==> config.mk <==
export PLATFORM = sky130hd
export DESIGN_NAME = bsre_ctrl
export DESIGN_NICKNAME = d
export VERILOG_FILES = /design/src/rtl/core/bsre_pkg.sv /design/src/rtl/core/bsre_ctrl.sv
export SDC_FILE = /design/constraint.sdc
export NUM_CORES = 1
export LEC_CHECK = 0
export ABC_CLOCK_PERIOD_IN_PS = 1740
export BUFFER_PORTS_ARGS = -buffer_cell sky130_fd_sc_hd__buf_2
export CAP_MARGIN = 10
export CORE_MARGIN = 2
export CORE_UTILIZATION = 36
export CTS_BUF_LIST = sky130_fd_sc_hd__clkbuf_8
export DETAILED_ROUTE_END_ITERATION = 7
export PLACE_DENSITY = 0.74
export SLEW_MARGIN = 20
export SYNTH_ARGS = -nofsm -noshare
export SYNTH_HDL_FRONTEND = slang
export SYNTH_SLANG_ARGS = --single-unit
==> constraint.sdc <==
create_clock -name clk -period 1.74 [get_ports clk]
set_input_delay 0 -clock clk [delete_from_list [all_inputs] [get_ports clk]]
set_output_delay 0 -clock clk [all_outputs]
set_load 0.01 [all_outputs]
==> src/rtl/core/bsre_pkg.sv <==
// bsre_pkg: types, constants and codes shared by the bit-plane scanline encoder
// used by bsre_ctrl, bsre_dp and bitplane_scanline_rle_encoder
package bsre_pkg;

  // geometry limits
  localparam int MAX_LINE_BYTES = 256;
  localparam int MAX_PLANES     = 8;
  localparam int STORE_DEPTH    = MAX_LINE_BYTES * MAX_PLANES;
  localparam int STORE_AW       = $clog2(STORE_DEPTH);
  localparam int FILL_W         = STORE_AW + 1;
  localparam int LB_W           = 9;
  localparam int PC_W           = 4;
  localparam int LC_W           = 16;
  localparam int XW             = $clog2(MAX_LINE_BYTES + 1);

  // plane-line code buffer
  localparam int CODE_DEPTH = 512;
  localparam int CODE_AW    = $clog2(CODE_DEPTH);
  localparam int POS_W      = 11;

  // token limits
  localparam int SOLID_MAX = 127;
  localparam int RUN_MAX   = 255;
  localparam int RAW_CHUNK = 255;
  localparam int REPEAT_MAX = 255;

  // coded byte values
  localparam logic [7:0] BYTE_ZERO = 8'h00;
  localparam logic [7:0] BYTE_ONES = 8'hFF;
  localparam logic [7:0] BYTE_LIT  = 8'h80;

  // configuration port
  localparam int CFG_IW = 2;
  localparam int CFG_DW = 16;
  localparam logic [CFG_IW-1:0] CFG_LINE_BYTES  = 2'd0;
  localparam logic [CFG_IW-1:0] CFG_PLANE_COUNT = 2'd1;
  localparam logic [CFG_IW-1:0] CFG_LINE_COUNT  = 2'd2;

  // item commands
  localparam logic CMD_PUSH = 1'b0;
  localparam logic CMD_PULL = 1'b1;

  typedef struct packed {
    logic       command;
    logic [7:0] data_byte;
  } item_t;

  typedef struct packed {
    logic       accepted;
    logic       out_valid;
    logic [7:0] out_byte;
    logic       out_last;
  } result_t;

  typedef enum logic [2:0] {
    ST_IDLE = 3'b001,
    ST_PUSH = 3'b010,
    ST_PULL = 3'b100
  } ctrl_state_t;

  typedef enum logic [3:0] {
    PH_IDLE  = 4'b0001,
    PH_HEAD  = 4'b0010,
    PH_PLANE = 4'b0100,
    PH_DONE  = 4'b1000
  } phase_t;

  typedef enum logic [5:0] {
    EM_NONE = 6'b000001,
    EM_ZERO = 6'b000010,
    EM_ONES = 6'b000100,
    EM_PAT  = 6'b001000,
    EM_PWR  = 6'b010000,
    EM_LIT  = 6'b100000
  } enc_mode_t;

  typedef enum logic [2:0] {
    RS_HDR  = 3'b001,
    RS_LEN  = 3'b010,
    RS_DATA = 3'b100
  } raw_sub_t;

  // controller to datapath
  typedef struct packed {
    logic       push_rd;
    logic       push_wr;
    logic       head_pull;
    logic       pull_rd;
    logic       pull_wr;
    logic [7:0] data;
  } cmd_t;

  // datapath to controller
  typedef struct packed {
    logic       busy;
    logic       push_ok;
    logic       ph_head;
    logic       ph_plane;
    logic [7:0] head_byte;
    logic [7:0] pull_byte;
    logic       pull_last;
  } status_t;

endpackage

==> src/rtl/core/bsre_ctrl.sv <==
// bsre_ctrl: item handshake, sequencing state machine and result register
// depends on bsre_pkg
module bsre_ctrl (
  input  logic              clk,
  input  logic              rst,
  input  logic              item_valid,
  output logic              item_ready,
  input  bsre_pkg::item_t   item,
  output logic              result_valid,
  input  logic              result_ready,
  output bsre_pkg::result_t result,
  output bsre_pkg::cmd_t    cmd,
  input  bsre_pkg::status_t status
);
  import bsre_pkg::*;

  ctrl_state_t state, state_next;
  logic        slot_free;
  logic        take;
  logic        res_load;
  result_t     res_next;

  // one item in flight, result slot frees as it is taken
  assign slot_free  = !result_valid || result_ready;
  assign item_ready = (state == ST_IDLE) && !status.busy && slot_free;
  assign take       = item_valid && item_ready;

  // sequencing
  always_comb begin
    state_next = state;
    cmd        = '0;
    cmd.data   = item.data_byte;
    res_load   = 1'b0;
    res_next   = '0;
    case (state)
      ST_IDLE: begin
        if (take) begin
          if (item.command == CMD_PUSH) begin
            if (status.push_ok) begin
              cmd.push_rd = 1'b1;
              state_next  = ST_PUSH;
            end else begin
              res_load = 1'b1;
            end
          end else if (status.ph_head) begin
            cmd.head_pull      = 1'b1;
            res_load           = 1'b1;
            res_next.out_valid = 1'b1;
            res_next.out_byte  = status.head_byte;
          end else if (status.ph_plane) begin
            cmd.pull_rd = 1'b1;
            state_next  = ST_PULL;
          end else begin
            res_load = 1'b1;
          end
        end
      end
      ST_PUSH: begin
        cmd.push_wr       = 1'b1;
        res_load          = 1'b1;
        res_next.accepted = 1'b1;
        state_next        = ST_IDLE;
      end
      ST_PULL: begin
        cmd.pull_wr        = 1'b1;
        res_load           = 1'b1;
        res_next.out_valid = 1'b1;
        res_next.out_byte  = status.pull_byte;
        res_next.out_last  = status.pull_last;
        state_next         = ST_IDLE;
      end
      default: state_next = ST_IDLE;
    endcase
  end

  // state and result valid
  always_ff @(posedge clk) begin
    if (rst) begin
      state        <= ST_IDLE;
      result_valid <= 1'b0;
    end else begin
      state <= state_next;
      if (res_load) begin
        result_valid <= 1'b1;
      end else if (result_ready) begin
        result_valid <= 1'b0;
      end
    end
  end

  // result payload
  always_ff @(posedge clk) begin
    if (res_load) begin
      result <= res_next;
    end
  end

endmodule

==> results of run 1 <==
logic make-up after synthesis:
group,synth area share [%]
compound gates,16.8
flops,55.0
simple gates,14.9
xor+xnor,1.17
buf+inv,12.1
stage by stage:
step	TNS, ps	setup WS (ps)	cell area (sq um)
after floorplan	0	106	747
after global placement	0	22.3	951
after detailed placement	-107	-25.9	951
after CTS	0	1.41	1030
after global routing	-609	-82.8	1120
final	-7.49	-7.49	1120
power by group:
part | total [mW] | internal (mW) | switching, mW
registers | 0.399 | 0.396 | 0.00310
logic | 0.119 | 0.0640 | 0.0545
clock network | 0.280 | 0.159 | 0.122
total | 0.798 | 0.619 | 0.179
cell usage in the layout (no fill, tap or decap):
cell and instances:
buf_4 6, nor3b_1 2, clkinv_2 1, edfxtp_1 11, or2_2 1, o21a_1 2, nor4b_4 1, nor2_1 1
xor2_1 1, buf_2 42, clkbuf_8 3, o21ai_0 1, a22o_4 8, and2_1 2, nor2b_1 3, and4_1 1
nor3_1 1, and3_4 1, dfxtp_2 2, or3b_4 1, dlygate4sd3_1 1, a22o_2 1, dfxtp_1 2, inv_1 2
buf_6 4, a31oi_1 1, o21ba_2 1
how the worst min path moves through the flow:
stage,startpoint,to,slack (ps),cells past startpoint
global route,item[2],cmd[2],0.02,0
floorplan,status[20],item_ready,50,1
global placement,item[0],cmd[0],0.07,0
finish,item[4],cmd[4],0.004,0
detailed placement,item[0],cmd[0],0.07,0
CTS,item[0],cmd[0],0.07,0
repair_timing:
item                                    CTS  global route
endpoints found under the hold margin     1             0
endpoints found under the setup margin   10            20
resized for setup                         2            14
cloned                                    0             0
pin swaps                                 1             1
buffers inserted                          3             1
hold buffers                              1             0
flip-flops by register name (all words and copies together), names as in the netlist:
register,cells
result,11
result_valid,1
state,3
cell type report:
type	instances	area [sq um]	share of cell area [%]
flip-flops and latches	15	413	36.8
multi-input cells	29	312	27.8
repair buffers	53	310	27.6
clock buffers	3	41.3	3.68
well taps	27	33.8	3.01
inverters	2	7.51	0.669
clock inverters	1	5.00	0.446
metal layers:
metal / vias up / share of wire [%] / routed length [microns] / global-route usage [%]
li1: 296 / - / - / -
met5: - / 0 / 0 / 0
met4: 0 / 6.3 / 108 / 13.4
met2: 32 / 52 / 889 / 20.5
met3: 18 / 5.4 / 93 / 3.03
met1: 282 / 37 / 635 / 14.0
==> results.py, run 1 <==
metrics = {
    "critical_path": {
        "max_stage_delay_ps": 410,
        "worstRegToRegCells": 5,
        "cp_cell_sequence": "or3b_4 -> nor4b_4 -> and3_4 -> buf_4 -> a22o_2",
        "r2r-end": "result[1]",
        "required_ps": 1860,
        "start_kind": "flop",
        "path_depth": 5,
        "crit_buf_inv": 1,
        "crit_arrival_ps": 1870,
        "critPathCaptureType": "flop",
        "rrSetupSlack_ps": -7,
        "cp_slowest_cell": "or3b_4",
        "critPathMaxFanout": 5,
        "r2r_start": "state[2]",
        "crit_start": "state[2]",
        "cp-endpoint": "result[1]",
        "path_class": "flop to flop",
        "critical_path.top_delay_family": "simple AND/OR/NAND/NOR gates",
    },
    "floorplan": {
        "die_w_microns": 49.5,
        "chipHeight_microns": 49.5,
        "die_area_sq_um": 2450,
        "coreArea_sq_um": 1960,
        "initial_utilization_pct": 38.0,
        "num_rows": 16,
        "io_pins": 60,
    },
    "timing": {
        "setup_slack_ps": -7.49,
        "finalCritPeriodShare_pct": 100,
        "finClkSkew_ps": 2.42,
        "timing.hold.ws_ps": 0.00390,
        "final-setup-viol-count": 1,
        "slew_violations": 0,
        "fmax_ghz": 0.572,
        "hold_violations": 0,
        "period_needed_ps": 1750,
        "worst_pin_slew_ps": 364,
        "slew_headroom_pct": 75.7,
        "rsz0062_at_grt": "yes",
    },
    "global_routing": {
        "antenna_found_initial": 0,
        "track_usage_pct": 13.1,
        "grt_pass1_vias": 572,
        "grt_pass1_wl_microns": 2350,
        "grt_max_degree": 13,
        "grt.overflow.total": 0,
    },
    "finish": {
        "fill_cells": 175,
        "finalCoreUtilization_pct": 57.2,
        "drive_above_1_share_pct": 69.9,
        "n_antenna_cell": 0,
        "fin_cells": 130,
        "fin_nets": 138,
        "syn_to_final_growth_pct": 50.5,
    },
    "clocking": {
        "cts_sinks": 15,
        "clkTransAtPathRegs_ps": 60,
        "cts_root_buffer": "clkbuf_8",
        "cts.path.max_buffers": 2,
        "cts_buffers": 3,
        "htreeDepth": 1,
        "cts_tree": "yes",
        "clk_latency_ps": 250,
    },
    "power": {
        "power_mw": 0.798,
        "p_leak_nw": 0.565,
        "vdd_ir_drop_max_mv": 0.297,
        "p_per_area_nw_per_um2": 711,
    },
    "route": {
        "wl_per_cell_microns": 13.3,
        "first_pass_iters": 4,
        "drt_iter0_markers": 5,
        "drc_errors": 0,
        "antenna_left": 0,
        "drt-vias-per-instance": 4.83,
        "num_vias": 628,
        "wl_microns": 1730,
    },
    "placed_design": {
        "placedCellCount": 121,
        "place_congestion": 0.695,
        "port_buffers": 43,
    },
    "logic_synthesis": {
        "ys_types": 23,
        "ys_top_cells_by_area": "edfxtp_1, a22o_2, dfxtp_1",
        "ys_top_cells_by_count": "edfxtp_1, buf_4, a22o_2",
        "synth_edf_count": 11,
        "synth_area_leader_cell": "edfxtp_1",
        "synthDominantCellAreaShare_pct": 44.3,
        "synth_seq_area_share_pct": 55.0,
        "synth_ff_type": "edfxtp_1",
        "synth_fp_nets": 91,
        "yosys.cell_count.top_type": "edfxtp_1",
        "netlist_instances": 57,
        "ys_ff_latch": 15,
        "async_reset_ff_share_pct": 0,
        "avgSynthCellArea_sq_um": 13.1,
        "synth_area_sq_um": 746,
        "yosys_warnings": 0,
    },
    "hold_path": {
        "holdCritPathClass": "input pin to primary output",
    },
    "run": {
        "cap_violations": 0,
    },
    "run_status": {
        "status": "finished with violations",
        "failed_checks": "negative setup slack",
    },
}
No activity file was read; power rests on OpenSTA's default activity.
==> run 2: changes to the inputs <==
TNS_END_PERCENT = 50   (was unset)
==> run 2 against run 1 <==
  * Critical path type is now flop to primary output
  * Core utilization down 3.0 points
  * Largest cell class unchanged
  * The flow now finishes without violations
  * Clock power about the same
  * Critical endpoint is now cmd[10]
  * Hold slack unchanged
==> results.py, run 2 (synthesis results as in run 1) <==
metrics = {
    "run_status": {
        "status": "completed",
    },
    "floorplan": {
        "coreArea_sq_um": 1960,
        "chipHeight_microns": 49.5,
        "io_pins": 60,
        "die_area_sq_um": 2450,
        "num_rows": 16,
        "initial_utilization_pct": 38.0,
        "die_w_microns": 49.5,
    },
    "finish": {
        "multi_input_area_sq_um": 274,
        "final_cell_area_sq_um": 1060,
        "finalCoreUtilization_pct": 54.2,
        "largest_reg_flops": 11,
        "final_common_cell": "buf_2",
        "layout.area.seq_sq_um": 413,
        "syn_to_final_growth_pct": 42.6,
        "drive_above_1_share_pct": 69.6,
        "reg_top3": "result x11, state x3, result_valid x1",
        "top_register": "result",
        "fill_cells": 183,
        "n_antenna_cell": 0,
        "final_cell_mix": "buf_2, edfxtp_1, buf_4",
        "fin_nets": 137,
    },
    "route": {
        "wl_per_cell_microns": 11.4,
        "met3WireLength_microns": 87,
        "routed-wl-met2_microns": 725,
        "drc_errors": 0,
        "drt-met1-wl_microns": 586,
        "num_vias": 608,
        "antenna_left": 0,
        "first_pass_iters": 4,
        "drt-vias-per-instance": 4.71,
        "wl_microns": 1470,
        "topRoutingLayerUsed": "met4",
        "drt_iter0_markers": 8,
    },
    "clocking": {
        "cts.path.max_buffers": 2,
        "cts_buffers": 3,
        "cts_sinks": 15,
        "clkTransAtPathRegs_ps": 60,
        "htreeDepth": 1,
        "cts_tree": "yes",
        "clk_latency_ps": 250,
        "cts_root_buffer": "clkbuf_8",
    },
    "critical_path": {
        "path_class": "flop to primary output",
        "start_kind": "flop",
        "critPathCaptureType": "primary output",
        "critPathMaxFanout": 6,
        "crit_arrival_ps": 1730,
        "required_ps": 1740,
    },
    "global_routing": {
        "grt_max_degree": 13,
        "track_usage_pct": 13.1,
        "antenna_found_initial": 0,
        "grt.overflow.total": 0,
        "grt_pass1_wl_microns": 2350,
        "grt_pass1_vias": 572,
    },
    "power": {
        "p_per_area_nw_per_um2": 739,
        "power_mw": 0.786,
        "vdd_ir_drop_max_mv": 0.296,
        "p_leak_nw": 0.529,
    },
    "timing": {
        "slew_violations": 0,
        "final.setup.tns_ps": 0,
        "hold_violations": 0,
        "timing.hold.ws_ps": 0.00390,
        "rsz0062_at_grt": "yes",
        "finalCritPeriodShare_pct": 99.5,
        "final-setup-viol-count": 0,
        "finClkSkew_ps": 0.346,
        "fmax_ghz": 0.578,
        "period_needed_ps": 1730,
        "slew_headroom_pct": 78.9,
        "worst_pin_slew_ps": 316,
    },
    "placed_design": {
        "place_congestion": 0.695,
        "port_buffers": 43,
        "placed_cell_area_sq_um": 951,
    },
    "hold_path": {
        "holdCritPathClass": "input pin to primary output",
    },
    "run": {
        "cap_violations": 0,
    },
}
[run 2: cell types whose count changed in the layout (fill, tap and decap cells not counted)]
cell / previous run / this run
buf_2: 42 / 43
buf_6: 4 / 1
a22o_4: 8 / 3
buf_4: 6 / 7
a22o_2: 1 / 6
[run 2: final timing paths]
check | slack, ps | depth (start not counted) | end | startpoint
worst max-delay path | 10 | 4 | cmd[10] | state[1]
worst min-delay path | 0.004 | 0 | cmd[4] | item[4]
worst max register to register | 30 | 5 | result[8] | state[1]
worst min register to register | 580 | 2 | state[1] | state[1]
[run 2: layer usage]
| layer | GRT usage, % | vias up |
|---|---|---|
| met3 | 3.03 | 14 |
| met1 | 14.0 | 272 |
| met4 | 13.4 | 0 |
| met5 | 0 | - |
| li1 | - | 292 |
| met2 | 20.5 | 30 |
[run 2: worst max-delay path: stages, from the launching register on]
cell     delay [ps]
dfxtp_2         320
or3b_4          410
nor4b_4         320
and3_4          290
buf_2           140
[run 2: what timing repair did]
item                                   4_1_cts  5_1_grt
pin swaps                                    1        2
setup endpoints to repair                   10       20
buffers inserted                             3        0
resized for setup                            2        6
endpoints found under the hold margin        1        0
hold buffers                                 1        0
cloned                                       0        0
[run 2: power by group]
group,switching (mW),total [mW],internal (mW)
Combinational,0.0485,0.108,0.0597
Clock,0.120,0.278,0.159
Sequential,0.00297,0.399,0.396
Total,0.171,0.786,0.615
[run 2: metrics by stage]
step	instances	worst slack [ps]
CTS	129	1.41
global placement	121	22.3
floorplan	57	106
finish	129	9.56
global route	129	-86.2
detailed placement	121	-25.9
[run 2: cell type report]
class	instances	area share, %
Tap cell	27	3.18
Timing Repair Buffer	52	27.2
Sequential cell	15	38.8
Clock buffer	3	3.88
Clock inverter	1	0.471
Inverter	2	0.706
Multi-Input combinational cell	29	25.8
